`config.mk`:
```
export PLATFORM = sky130hd
export DESIGN_NAME = lfu_cache_policy
export DESIGN_NICKNAME = d
export VERILOG_FILES = /design/src/rtl/lcp_pkg.sv /design/src/rtl/lcp_entry_store.sv /design/src/rtl/lcp_match_unit.sv /design/src/rtl/lcp_control.sv /design/src/rtl/lfu_cache_policy.sv
export SDC_FILE = /design/constraint.sdc
export NUM_CORES = 2
export LEC_CHECK = 0
export BUFFER_PORTS_ARGS = -buffer_cell sky130_fd_sc_hd__buf_4
export CAP_MARGIN = 20
export CORE_AREA = 8 8 392 394
export CTS_BUF_LIST = sky130_fd_sc_hd__clkbuf_2 sky130_fd_sc_hd__clkbuf_4 sky130_fd_sc_hd__clkbuf_8
export DETAILED_ROUTE_END_ITERATION = 12
export DIE_AREA = 0 0 400 402
export PLACE_DENSITY = 0.68
export SLEW_MARGIN = 15
export SYNTH_ARGS = -nofsm -noshare
export SYNTH_HDL_FRONTEND = slang
export SYNTH_SLANG_ARGS = --single-unit
```
`constraint.sdc`:
```
create_clock -name clock -period 20.2 [get_ports clock]
set_input_delay 0 -clock clock [delete_from_list [all_inputs] [get_ports clock]]
set_output_delay 0 -clock clock [all_outputs]
set_load 0.01 [all_outputs]
```
`src/rtl/lcp_pkg.sv`:
```
package lcp_pkg;

   localparam int NUM_ENTRIES = 16;
   localparam int COUNT_BITS  = 16;
   localparam int WORD_W      = 32;
   localparam int CAP_W       = 5;
   localparam int IDX_W       = (NUM_ENTRIES > 1) ? $clog2(NUM_ENTRIES) : 1;
   localparam int RANK_W      = IDX_W;
   localparam int USED_W      = $clog2(NUM_ENTRIES + 1);

   localparam logic [CAP_W-1:0] CAP_RESET = CAP_W'(16);

   typedef logic [IDX_W-1:0]      idx_type;
   typedef logic [RANK_W-1:0]     rank_type;
   typedef logic [COUNT_BITS-1:0] count_type;
   typedef logic [WORD_W-1:0]     word_type;

   typedef enum logic [1:0] {
      ST_IDLE,
      ST_SCAN,
      ST_COMMIT
   } state_type;

   // How the other valid entries move when the written entry becomes most recent.
   typedef enum logic {
      RANK_BELOW,
      RANK_ALL
   } rank_op_type;

   typedef struct packed {
      logic      valid;
      word_type  key;
      word_type  data;
      count_type count;
      rank_type  rank;
   } entry_type;

   typedef struct packed {
      logic        en;
      idx_type     slot;
      word_type    key;
      word_type    data;
      count_type   count;
      rank_op_type rank_op;
      rank_type    ref_rank;
   } wr_cmd_type;

endpackage

```
`src/rtl/lcp_entry_store.sv`:
```
module lcp_entry_store (
   input  logic                clock,
   input  logic                reset,
   input  lcp_pkg::idx_type    rd_idx,
   output lcp_pkg::entry_type  rd_entry,
   input  lcp_pkg::wr_cmd_type wr_cmd
);
   import lcp_pkg::*;

   logic      valid_ff [NUM_ENTRIES];
   word_type  key_ff   [NUM_ENTRIES];
   word_type  data_ff  [NUM_ENTRIES];
   count_type count_ff [NUM_ENTRIES];
   rank_type  rank_ff  [NUM_ENTRIES];
   rank_type  rank_in  [NUM_ENTRIES];

   // Each entry keeps its own recency rank, which can move when another entry is written.
   always_comb begin
      for (int j = 0; j < NUM_ENTRIES; j++) begin
         rank_in[j] = rank_ff[j];
         if (wr_cmd.en) begin
            if (idx_type'(j) == wr_cmd.slot) begin
               rank_in[j] = '0;
            end else if (valid_ff[j]) begin
               if (wr_cmd.rank_op == RANK_ALL || rank_ff[j] < wr_cmd.ref_rank) begin
                  rank_in[j] = rank_ff[j] + RANK_W'(1);
               end
            end
         end
      end
   end

   always_ff @(posedge clock) begin
      if (reset) begin
         for (int j = 0; j < NUM_ENTRIES; j++) begin
            valid_ff[j] <= 1'b0;
         end
      end else if (wr_cmd.en) begin
         valid_ff[wr_cmd.slot] <= 1'b1;
      end
   end

   always_ff @(posedge clock) begin
      for (int j = 0; j < NUM_ENTRIES; j++) begin
         rank_ff[j] <= rank_in[j];
      end
      if (wr_cmd.en) begin
         key_ff[wr_cmd.slot]   <= wr_cmd.key;
         data_ff[wr_cmd.slot]  <= wr_cmd.data;
         count_ff[wr_cmd.slot] <= wr_cmd.count;
      end
   end

   assign rd_entry.valid = valid_ff[rd_idx];
   assign rd_entry.key   = key_ff[rd_idx];
   assign rd_entry.data  = data_ff[rd_idx];
   assign rd_entry.count = count_ff[rd_idx];
   assign rd_entry.rank  = rank_ff[rd_idx];

endmodule

```
`src/rtl/lcp_match_unit.sv`:
```
module lcp_match_unit (
   input  lcp_pkg::entry_type entry,
   input  lcp_pkg::word_type  key,
   input  logic               best_have,
   input  lcp_pkg::count_type best_count,
   input  lcp_pkg::rank_type  best_rank,
   output logic               key_match,
   output logic               better
);
   import lcp_pkg::*;

   // A lower count wins; on equal counts the older entry (higher rank) wins.
   assign key_match = entry.valid && (entry.key == key);
   assign better    = entry.valid &&
                      (!best_have || (entry.count < best_count) ||
                       ((entry.count == best_count) && (entry.rank > best_rank)));

endmodule

```
`src/rtl/lcp_control.sv`:
```
module lcp_control (
   input  logic                clock,
   input  logic                reset,
   input  logic                req_valid,
   output logic                req_stall,
   input  logic                req_opcode,
   input  logic signed [31:0]  req_lookup_key,
   input  logic signed [31:0]  req_write_data,
   output logic                rsp_valid,
   input  logic                rsp_stall,
   output logic                rsp_hit,
   output logic signed [31:0]  rsp_read_data,
   output logic                rsp_evicted,
   output logic signed [31:0]  rsp_evicted_key,
   input  logic                csr_write_enable,
   input  logic [4:0]          csr_write_data,
   output lcp_pkg::idx_type    rd_idx,
   input  lcp_pkg::entry_type  rd_entry,
   output lcp_pkg::word_type   match_key,
   input  logic                key_match,
   input  logic                better,
   output logic                best_have,
   output lcp_pkg::count_type  best_count,
   output lcp_pkg::rank_type   best_rank,
   output lcp_pkg::wr_cmd_type wr_cmd
);
   import lcp_pkg::*;

   localparam idx_type IDX_LAST = idx_type'(NUM_ENTRIES - 1);

   state_type         state_ff, state_in;
   logic [CAP_W-1:0]  cap_reg_ff, cap_reg_in;
   logic              rsp_valid_ff, rsp_valid_in;

   idx_type           idx_ff, idx_in;
   logic              op_ff, op_in;
   word_type          key_ff, key_in;
   word_type          data_ff, data_in;
   logic [CAP_W-1:0]  cap_ff, cap_in;
   logic [USED_W-1:0] used_ff, used_in;
   logic              found_ff, found_in;
   idx_type           found_idx_ff, found_idx_in;
   word_type          found_data_ff, found_data_in;
   count_type         found_count_ff, found_count_in;
   rank_type          found_rank_ff, found_rank_in;
   logic              victim_ff, victim_in;
   idx_type           victim_idx_ff, victim_idx_in;
   word_type          victim_key_ff, victim_key_in;
   count_type         victim_count_ff, victim_count_in;
   rank_type          victim_rank_ff, victim_rank_in;
   logic              free_ff, free_in;
   idx_type           free_idx_ff, free_idx_in;
   logic              hit_ff, hit_in;
   word_type          read_data_ff, read_data_in;
   logic              evicted_ff, evicted_in;
   word_type          evicted_key_ff, evicted_key_in;

   logic              out_free;
   logic              accept;

   assign out_free  = !rsp_valid_ff || !rsp_stall;
   assign req_stall = (state_ff != ST_IDLE);
   assign accept    = req_valid && !req_stall;

   always_comb begin
      state_in        = state_ff;
      cap_reg_in      = csr_write_enable ? csr_write_data : cap_reg_ff;
      rsp_valid_in    = rsp_valid_ff && rsp_stall;
      idx_in          = idx_ff;
      op_in           = op_ff;
      key_in          = key_ff;
      data_in         = data_ff;
      cap_in          = cap_ff;
      used_in         = used_ff;
      found_in        = found_ff;
      found_idx_in    = found_idx_ff;
      found_data_in   = found_data_ff;
      found_count_in  = found_count_ff;
      found_rank_in   = found_rank_ff;
      victim_in       = victim_ff;
      victim_idx_in   = victim_idx_ff;
      victim_key_in   = victim_key_ff;
      victim_count_in = victim_count_ff;
      victim_rank_in  = victim_rank_ff;
      free_in         = free_ff;
      free_idx_in     = free_idx_ff;
      hit_in          = hit_ff;
      read_data_in    = read_data_ff;
      evicted_in      = evicted_ff;
      evicted_key_in  = evicted_key_ff;
      wr_cmd          = '0;

      case (state_ff)
         ST_IDLE: begin
            if (accept) begin
               op_in     = req_opcode;
               key_in    = word_type'(req_lookup_key);
               data_in   = word_type'(req_write_data);
               if (int'(cap_reg_ff) > NUM_ENTRIES) begin
                  cap_in = CAP_W'(NUM_ENTRIES);
               end else begin
                  cap_in = cap_reg_ff;
               end
               idx_in    = '0;
               used_in   = '0;
               found_in  = 1'b0;
               victim_in = 1'b0;
               free_in   = 1'b0;
               // A zero capacity skips the scan and answers with an all-zero result.
               state_in  = (cap_reg_ff == '0) ? ST_COMMIT : ST_SCAN;
            end
         end

         ST_SCAN: begin
            if (rd_entry.valid) begin
               used_in = used_ff + USED_W'(1);
            end
            if (key_match && !found_ff) begin
               found_in       = 1'b1;
               found_idx_in   = idx_ff;
               found_data_in  = rd_entry.data;
               found_count_in = rd_entry.count;
               found_rank_in  = rd_entry.rank;
            end
            if (better) begin
               victim_in       = 1'b1;
               victim_idx_in   = idx_ff;
               victim_key_in   = rd_entry.key;
               victim_count_in = rd_entry.count;
               victim_rank_in  = rd_entry.rank;
            end
            if (!rd_entry.valid && !free_ff) begin
               free_in     = 1'b1;
               free_idx_in = idx_ff;
            end
            if (idx_ff == IDX_LAST) begin
               state_in = ST_COMMIT;
            end else begin
               idx_in = idx_ff + idx_type'(1);
            end
         end

         ST_COMMIT: begin
            if (out_free) begin
               state_in       = ST_IDLE;
               rsp_valid_in   = 1'b1;
               hit_in         = 1'b0;
               read_data_in   = '0;
               evicted_in     = 1'b0;
               evicted_key_in = '0;
               wr_cmd.key     = key_ff;
               wr_cmd.data    = data_ff;
               wr_cmd.count   = count_type'(1);
               wr_cmd.rank_op = RANK_BELOW;
               wr_cmd.ref_rank = '0;
               if (cap_ff == '0) begin
                  wr_cmd.en = 1'b0;
               end else if (found_ff) begin
                  hit_in          = 1'b1;
                  wr_cmd.en       = 1'b1;
                  wr_cmd.slot     = found_idx_ff;
                  wr_cmd.ref_rank = found_rank_ff;
                  wr_cmd.count    = (found_count_ff == '1) ? found_count_ff
                                                           : found_count_ff + count_type'(1);
                  if (!op_ff) begin
                     read_data_in = found_data_ff;
                     wr_cmd.data  = found_data_ff;
                  end
               end else if (!op_ff) begin
                  wr_cmd.en = 1'b0;
               end else if (int'(used_ff) >= int'(cap_ff)) begin
                  // The victim's slot is reused; entries older than it keep their rank.
                  evicted_in      = 1'b1;
                  evicted_key_in  = victim_key_ff;
                  wr_cmd.en       = 1'b1;
                  wr_cmd.slot     = victim_idx_ff;
                  wr_cmd.ref_rank = victim_rank_ff;
               end else begin
                  wr_cmd.en      = 1'b1;
                  wr_cmd.slot    = free_idx_ff;
                  wr_cmd.rank_op = RANK_ALL;
               end
            end
         end

         default: begin
            state_in = ST_IDLE;
         end
      endcase
   end

   always_ff @(posedge clock) begin
      if (reset) begin
         state_ff     <= ST_IDLE;
         cap_reg_ff   <= CAP_RESET;
         rsp_valid_ff <= 1'b0;
      end else begin
         state_ff     <= state_in;
         cap_reg_ff   <= cap_reg_in;
         rsp_valid_ff <= rsp_valid_in;
      end
   end

   always_ff @(posedge clock) begin
      idx_ff          <= idx_in;
      op_ff           <= op_in;
      key_ff          <= key_in;
      data_ff         <= data_in;
      cap_ff          <= cap_in;
      used_ff         <= used_in;
      found_ff        <= found_in;
      found_idx_ff    <= found_idx_in;
      found_data_ff   <= found_data_in;
      found_count_ff  <= found_count_in;
      found_rank_ff   <= found_rank_in;
      victim_ff       <= victim_in;
      victim_idx_ff   <= victim_idx_in;
      victim_key_ff   <= victim_key_in;
      victim_count_ff <= victim_count_in;
      victim_rank_ff  <= victim_rank_in;
      free_ff         <= free_in;
      free_idx_ff     <= free_idx_in;
      hit_ff          <= hit_in;
      read_data_ff    <= read_data_in;
      evicted_ff      <= evicted_in;
      evicted_key_ff  <= evicted_key_in;
   end

   assign rd_idx     = idx_ff;
   assign match_key  = key_ff;
   assign best_have  = victim_ff;
   assign best_count = victim_count_ff;
   assign best_rank  = victim_rank_ff;

   assign rsp_valid       = rsp_valid_ff;
   assign rsp_hit         = hit_ff;
   assign rsp_read_data   = $signed(read_data_ff);
   assign rsp_evicted     = evicted_ff;
   assign rsp_evicted_key = $signed(evicted_key_ff);

endmodule

```
`src/rtl/lfu_cache_policy.sv`:
```
// Fully associative key-value cache with least-frequently-used replacement and
// least-recently-used tie-break. A request is a get (opcode 0) or a put (opcode 1)
// on a 32-bit key and gives exactly one response: hit, the stored value on a get
// hit, and the key of any entry evicted by a put on a new key. A request is first
// accepted; then the single store read port and the shared key and count/rank
// comparator walk the entries one after another, and the commit then updates
// the store and loads the response register; no new request is accepted before it.
// With a capacity of zero a request skips the walk and changes nothing. The commit
// waits while an earlier response is still stalled. The capacity register resets
// to 16, saturates at the number of entries and must be written only while idle.
// Reset clears all valid bits.
module lfu_cache_policy (
   input  logic               clock,
   input  logic               reset,
   input  logic               req_valid,
   output logic               req_stall,
   input  logic               req_opcode,
   input  logic signed [31:0] req_lookup_key,
   input  logic signed [31:0] req_write_data,
   output logic               rsp_valid,
   input  logic               rsp_stall,
   output logic               rsp_hit,
   output logic signed [31:0] rsp_read_data,
   output logic               rsp_evicted,
   output logic signed [31:0] rsp_evicted_key,
   input  logic               csr_write_enable,
   input  logic [4:0]         csr_write_data
);
   import lcp_pkg::*;

   idx_type    rd_idx;
   entry_type  rd_entry;
   word_type   match_key;
   logic       key_match;
   logic       better;
   logic       best_have;
   count_type  best_count;
   rank_type   best_rank;
   wr_cmd_type wr_cmd;

   lcp_control u_control (
      .clock            (clock),
      .reset            (reset),
      .req_valid        (req_valid),
      .req_stall        (req_stall),
      .req_opcode       (req_opcode),
      .req_lookup_key   (req_lookup_key),
      .req_write_data   (req_write_data),
      .rsp_valid        (rsp_valid),
      .rsp_stall        (rsp_stall),
      .rsp_hit          (rsp_hit),
      .rsp_read_data    (rsp_read_data),
      .rsp_evicted      (rsp_evicted),
      .rsp_evicted_key  (rsp_evicted_key),
      .csr_write_enable (csr_write_enable),
      .csr_write_data   (csr_write_data),
      .rd_idx           (rd_idx),
      .rd_entry         (rd_entry),
      .match_key        (match_key),
      .key_match        (key_match),
      .better           (better),
      .best_have        (best_have),
      .best_count       (best_count),
      .best_rank        (best_rank),
      .wr_cmd           (wr_cmd)
   );

   lcp_match_unit u_match (
      .entry      (rd_entry),
      .key        (match_key),
      .best_have  (best_have),
      .best_count (best_count),
      .best_rank  (best_rank),
      .key_match  (key_match),
      .better     (better)
   );

   lcp_entry_store u_store (
      .clock    (clock),
      .reset    (reset),
      .rd_idx   (rd_idx),
      .rd_entry (rd_entry),
      .wr_cmd   (wr_cmd)
   );

endmodule
```
# Word-level counts from Yosys, hierarchy flattened
# Memory sizes are Yosys's and may differ from the RTL's. A register that Yosys moved wholly into a read port is not among the register bits.
# Cells that the tools add are included.
# W data, S select, Z words.
dict set report totals {
  regBits 240
  ram_bits 1360
  in_bits 75
  out_inout_bits 68
  word_cells 270
  n_memories 5
}
# name depth word_bits rd rd_ports_with_merged_regs write_ports line_no
set memory_table {}
lappend memory_table {u_store.data_ff 16 32 1 1 1 lcp_entry_store.sv:12} ;# word_type data_ff [NUM_ENTRIES];
lappend memory_table {u_store.key_ff 16 32 1 1 1 lcp_entry_store.sv:11} ;# word_type key_ff [NUM_ENTRIES];
lappend memory_table {u_store.count_ff 16 16 1 1 1 lcp_entry_store.sv:13} ;# count_type count_ff [NUM_ENTRIES];
lappend memory_table {u_store.rank_ff 16 4 17 1 16 lcp_entry_store.sv:14} ;# rank_type rank_ff [NUM_ENTRIES];
lappend memory_table {u_store.valid_ff 16 1 17 1 16 lcp_entry_store.sv:10} ;# logic valid_ff [NUM_ENTRIES];
dict set report classes {
  add_sub_neg 19
  order_cmp 20
  n_eq_ne 29
  n_mux 116
  n_bitwise 3
  reduce_logical 54
}
# operator n
set op_table {}
lappend op_table {{$mux W4} 76}
lappend op_table {{$mux W90} 2}
lappend op_table {{$add A4 B1 Y4 const B} 17}
lappend op_table {{$lt A4 B4 Y1} 16}
lappend op_table {{$mux W53} 1}
lappend op_table {{$mux W48} 1}
lappend op_table {{$eq A32 B32 Y1} 1}
lappend op_table {{$eq A4 B4 Y1 const A} 8}
lappend op_table {{$mux W32} 1}
lappend op_table {{$mux W1} 20}
lappend op_table {{$mux W5} 4}
lappend op_table {{$logic_or A1 B1 Y1} 19}
lappend op_table {{$reduce_and A3 Y1} 6}
lappend op_table {{$add A16 B1 Y16 const B} 1}
lappend op_table {{$eq A16 B16 Y1} 1}
lappend op_table {{$eq A16 B16 Y1 const B} 1}
lappend op_table {{$eq A3 B4 Y1 const A} 4}
lappend op_table {{$lt A16 B16 Y1} 1}
lappend op_table {{$mux W16} 1}
lappend op_table {{$ne A2 B1 Y1 const B} 6}
lappend op_table {{$logic_not A5 Y1} 2}
lappend op_table {{$pmux W5 S2} 1}
lappend op_table {{$reduce_and A2 Y1} 5}
lappend op_table {{$eq A2 B4 Y1 const A} 2}
lappend op_table {{22 further kinds} 44}

# Depth between registers and ports, before layout
dict set report depth {
  ltp_word 13
  mapped_depth 19
  mapped_depth_nobuf 13
}

# Hierarchy
# Synthesis repeated with hierarchy kept, for this count alone.
dict set report unflattened {
  hier_cells 3237
  hier_area_um2 64150.3
}
# mod n_inst cells_each area_each_um2 seq_area_each_um2
set modules_own_cells {}
lappend modules_own_cells {lcp_entry_store 1 2459 53030.9 40679.0}
lappend modules_own_cells {lcp_control 1 663 10233.6 8087.8}
lappend modules_own_cells {lcp_match_unit 1 115 885.8 0.0}

# Worst setup path after synthesis
# OpenSTA, ideal clock, no wires.
dict set report synth_path {
  kind {reg2reg}
  start {reg u_control.used_ff[0] (netlist name)}
  end {mem u_store.rank_ff[1][0] (netlist bit), enable pin}
  setup_time_ns 0.316
  t_arrival_ns 7.253
  required_ns 19.884
  setup_slack_ns 12.631
  stages_incl_launch_ff 13
  synth_period_minus_slack_ns 7.569
  cell_sequence {edfxtp_1 inv_1 ha_1 nand2b_1 a21o_1 a21o_1 a311oi_2 buf_4 nand2_1 and2_0 buf_2 nor4_2 or3_1}
}
# element line_no
set synth_rtl {}
lappend synth_rtl {{end, declared} lcp_entry_store.sv:14}

==> run_results.csv <==
group,metric,value,unit
run_status,run_status,"finished clean",
critical_path,rr_worst_depth,14,
global_route,grt_pass1_wl,233000,microns
synthesis,yosysUniqueCellTypes,72,
synthesis,yosysSeqAreaShare,74.2,%
synthesis,netlist.area_leader.share,73.3,%
synthesis,yosys-top-cells-count,"1608 x edfxtp_1, 261 x mux4_2, 198 x mux2i_1",
critical_path,crit_family,"buffers and inverters",
global_route,grt_pass1_vias,35990,
routing,drt_iter0_markers,3607,
sta,relSlewSlack,23.3,%
synthesis,syn_area_per_cell,18.7,sq um
critical_path,crit_path_start_kind,"register",
synthesis,synth_area,65900,sq um
critical_path,path_cells,"buf_4, buf_4, mux4_2, mux4_2, ha_1, a21o_1, a21o_1, a21o_1, a21oi_1, nor2b_1, o21ai_0, a31oi_1, nor2_4, buf_4",
place,portBuffers,142,
power_and_ir_drop,cellLeakagePower,25.4,nW
critical_path,critPathMaxStageDelay,0.86,ns
min_path,whs_path_depth,7,
routing,drt_wl_total,159000,microns
sta,maxSlewViolCount,0,
flow_run,cap_violations,0,
routing,final_antenna_net_count,0,
clock_network,clock_sinks,1636,
min_path,min_to,"u_control.state_ff[1]",
clock_network,root_buffer,"clkbuf_8",
routing,via_per_inst,5.78,
sta,grt_setup_unrepaired,"false",
place,gp_congestion,0.811,
die,dieArea,161000,sq um
global_route,grt_use_total,19.3,%
global_route,antenna_found_initial,1,
synthesis,synth_nets,3692,
final_layout,nets,4194,
routing,dr_total_vias,35469,
die,core_area,147000,sq um
critical_path,critPathBufInv,3,
clock_network,post_cts_buffers,0,
synthesis,yosys-top-cells-area,"edfxtp_1 73%, mux4_2 8.9%, mux2i_1 3.0%",
clock_network,cts_buffers,278,
sta,worstMarginPinSlew,1.15,ns
clock_network,clk_pin_slew_worst_paths,0.07,ns
die,die_w,400,microns
critical_path,r2r_slack,13.66,ns
critical_path,path_class,"reg -> reg",
final_layout,utilization,51.6,%
synthesis,async_flop_share,0,%
die,row_count,141,
final_layout,syn2layout_area_growth,15.3,%
die,initial_core_util,44.8,%
clock_network,htree_levels,5,
power_and_ir_drop,vdd_ir_drop_max,0.0853,mV
synthesis,synth_most_common_cell,"edfxtp_1",
final_layout,drive_gt1_share,23.4,%
critical_path,cp-end-kind,"register",
sta,fin_crit_sh,32.4,%
synthesis,yosysWarnings,0,
min_path,hp-start,"req_valid",
sta,max_freq,153,MHz
sta,setup_tns,0,ns
clock_network,cts_tree,"done",
routing,drtPass1Iterations,6,
sta,fin_skew,0.0727,ns
critical_path,crit_fanout,65,
sta,setup_viol,0,
synthesis,ys_ff_latch,1636,
sta,min_period,6.54,ns
power_and_ir_drop,power_density,108,nW/um^2
critical_path,slowest_stage,"buf_4",
die,io-pin-count,143,
synthesis,synth_edf_count,1608,
global_route,grt_max_degree,137,
routing,drc,0,
synthesis,yosys_most_used_dff,"edfxtp_1",
die,die_h,402,microns
routing,routedWlPerCell,25.9,microns
min_path,hold_path.class,"in -> reg",
sta,hold_violations,0,
critical_path,worstReg2RegEnd,"u_control.victim_key_ff[22]",
final_layout,n_fill_cell,11649,
critical_path,crit_arrival,7.12,ns
place,hpwlAfterDp,84600,microns
critical_path,required,20.78,ns
synthesis,syn_inst,3525,
synthesis,synth_top_area_cell,"edfxtp_1",
clock_network,clk_latency,1.00,ns
clock_network,cts.path.max_buffers,4,
global_route,grt_remaining_overflow,0,
-- area by class of cell --
class,count,area (sq um),share of cell area (%)
inverters,76,294,0.387
clock inverters,82,387,0.509
diodes,3,7.51,0.00988
well taps,1930,2410,3.18
repair buffers,383,3290,4.33
multi-input cells,1652,16100,21.2
clock buffers,378,4630,6.10
flip-flops and latches,1636,48900,64.3
-- per-layer routing --
layer | up-vias | wire (microns) | track usage (%) | part of all wire [%]
met5 | - | 0 | 0 | 0
met4 | 0 | 2940 | 4.45 | 1.9
met3 | 245 | 12000 | 4.02 | 7.6
met2 | 1528 | 76500 | 31.2 | 48
met1 | 18496 | 67400 | 27.2 | 42
li1 | 15200 | - | - | -
-- power by group --
group,internal (mW),switching (mW),total (mW),leakage [nW]
Sequential,3.87,0.0714,3.95,15.0
Clock,1.49,1.26,2.75,2.67
Combinational,0.620,0.854,1.47,7.79
-- worst max-delay path by stage --
| stage | endpoint | startpoint | cells past startpoint |
|---|---|---|---|
| floorplan | u_store.rank_ff[1][0] | u_control.used_ff[0] | 12 |
| global placement | u_control.victim_key_ff[0] | register | 14 |
| CTS | u_control.victim_key_ff[20] | register | 14 |
| global route | u_control.victim_key_ff[30] | register | 14 |
| finish | u_control.victim_key_ff[22] | register | 14 |
| detailed placement | u_control.victim_key_ff[22] | register | 14 |
-- flip-flops by register name, summed over array words and instances (netlist names), 64 cells and up, named ones only --
name              cells
u_store.key_ff      512
u_store.rank_ff      64
u_store.data_ff     512
u_store.count_ff    256
-- logic make-up after synthesis --
| family | Yosys count | synth area share [%] |
|---|---|---|
| AO/OA/AOI/OAI | 384 | 3.79 |
| XOR/XNOR | 78 | 1.04 |
| adder cells (fa/ha/maj) | 92 | 1.75 |
| buffers and inverters | 237 | 1.61 |
| flip-flops | 1636 | 74.2 |
| multiplexers | 511 | 13.0 |
| AND/OR/NAND/NOR | 587 | 4.63 |
-- what timing repair did --
| action | 4_1_cts | 5_1_grt |
|---|---|---|
| hold buffers | 157 | 0 |
| hold endpoints to repair | 95 | 0 |
| resized for setup | 0 | 0 |
-- cells in the final DEF, fill, tap and decap left out, drive strengths merged, types with 5 or more instances in the layout --
cell type | netlist | layout
a21o | 8 | 8
a221oi | 38 | 38
clkbuf | 81 | 387
dfxtp | 28 | 28
a22oi | 59 | 59
mux4 | 268 | 268
xor2 | 39 | 39
inv | 74 | 75
and2 | 76 | 76
o21a | 20 | 20
clkinv | 2 | 78
nor3 | 25 | 25
edfxtp | 1608 | 1608
buf | 80 | 217
nand4 | 13 | 13
a31oi | 10 | 10
nand2b | 13 | 13
nor2b | 33 | 33
nand3 | 60 | 60
ha | 92 | 92
a21oi | 102 | 102
and3 | 8 | 8
o31ai | 15 | 15
or3 | 15 | 15
nor4 | 33 | 33
nand2 | 181 | 181
xnor2 | 39 | 39
nor2 | 115 | 115
and4 | 5 | 5
o21ai | 87 | 87
dlygate4sd3 | 0 | 157
mux2i | 201 | 201
mux2 | 42 | 42
-- worst min-delay path: cells and delay by family --
family	cells	cell delay (ns)
buf+inv	2	0.63
compound gates	2	0.29
simple gates	3	0.16
-- through the flow --
step | hold slack (ns) | instances | area, sq um | power (mW) | worst slack [ns]
2_1_floorplan | 0.0989 | 3525 | 65900 | 5.04 | 12.63
3_3_place_gp | 0.178 | 5510 | 69300 | 5.44 | 13.75
3_5_place_dp | 0.179 | 5510 | 69300 | 5.46 | 13.66
4_1_cts | 0.0452 | 6127 | 75900 | 8.23 | 13.58
5_1_grt | 0.149 | 6138 | 76000 | 8.48 | 13.43
6_report | 0.154 | 6140 | 76000 | 8.17 | 13.66
Power figures use the tool's default switching activity.
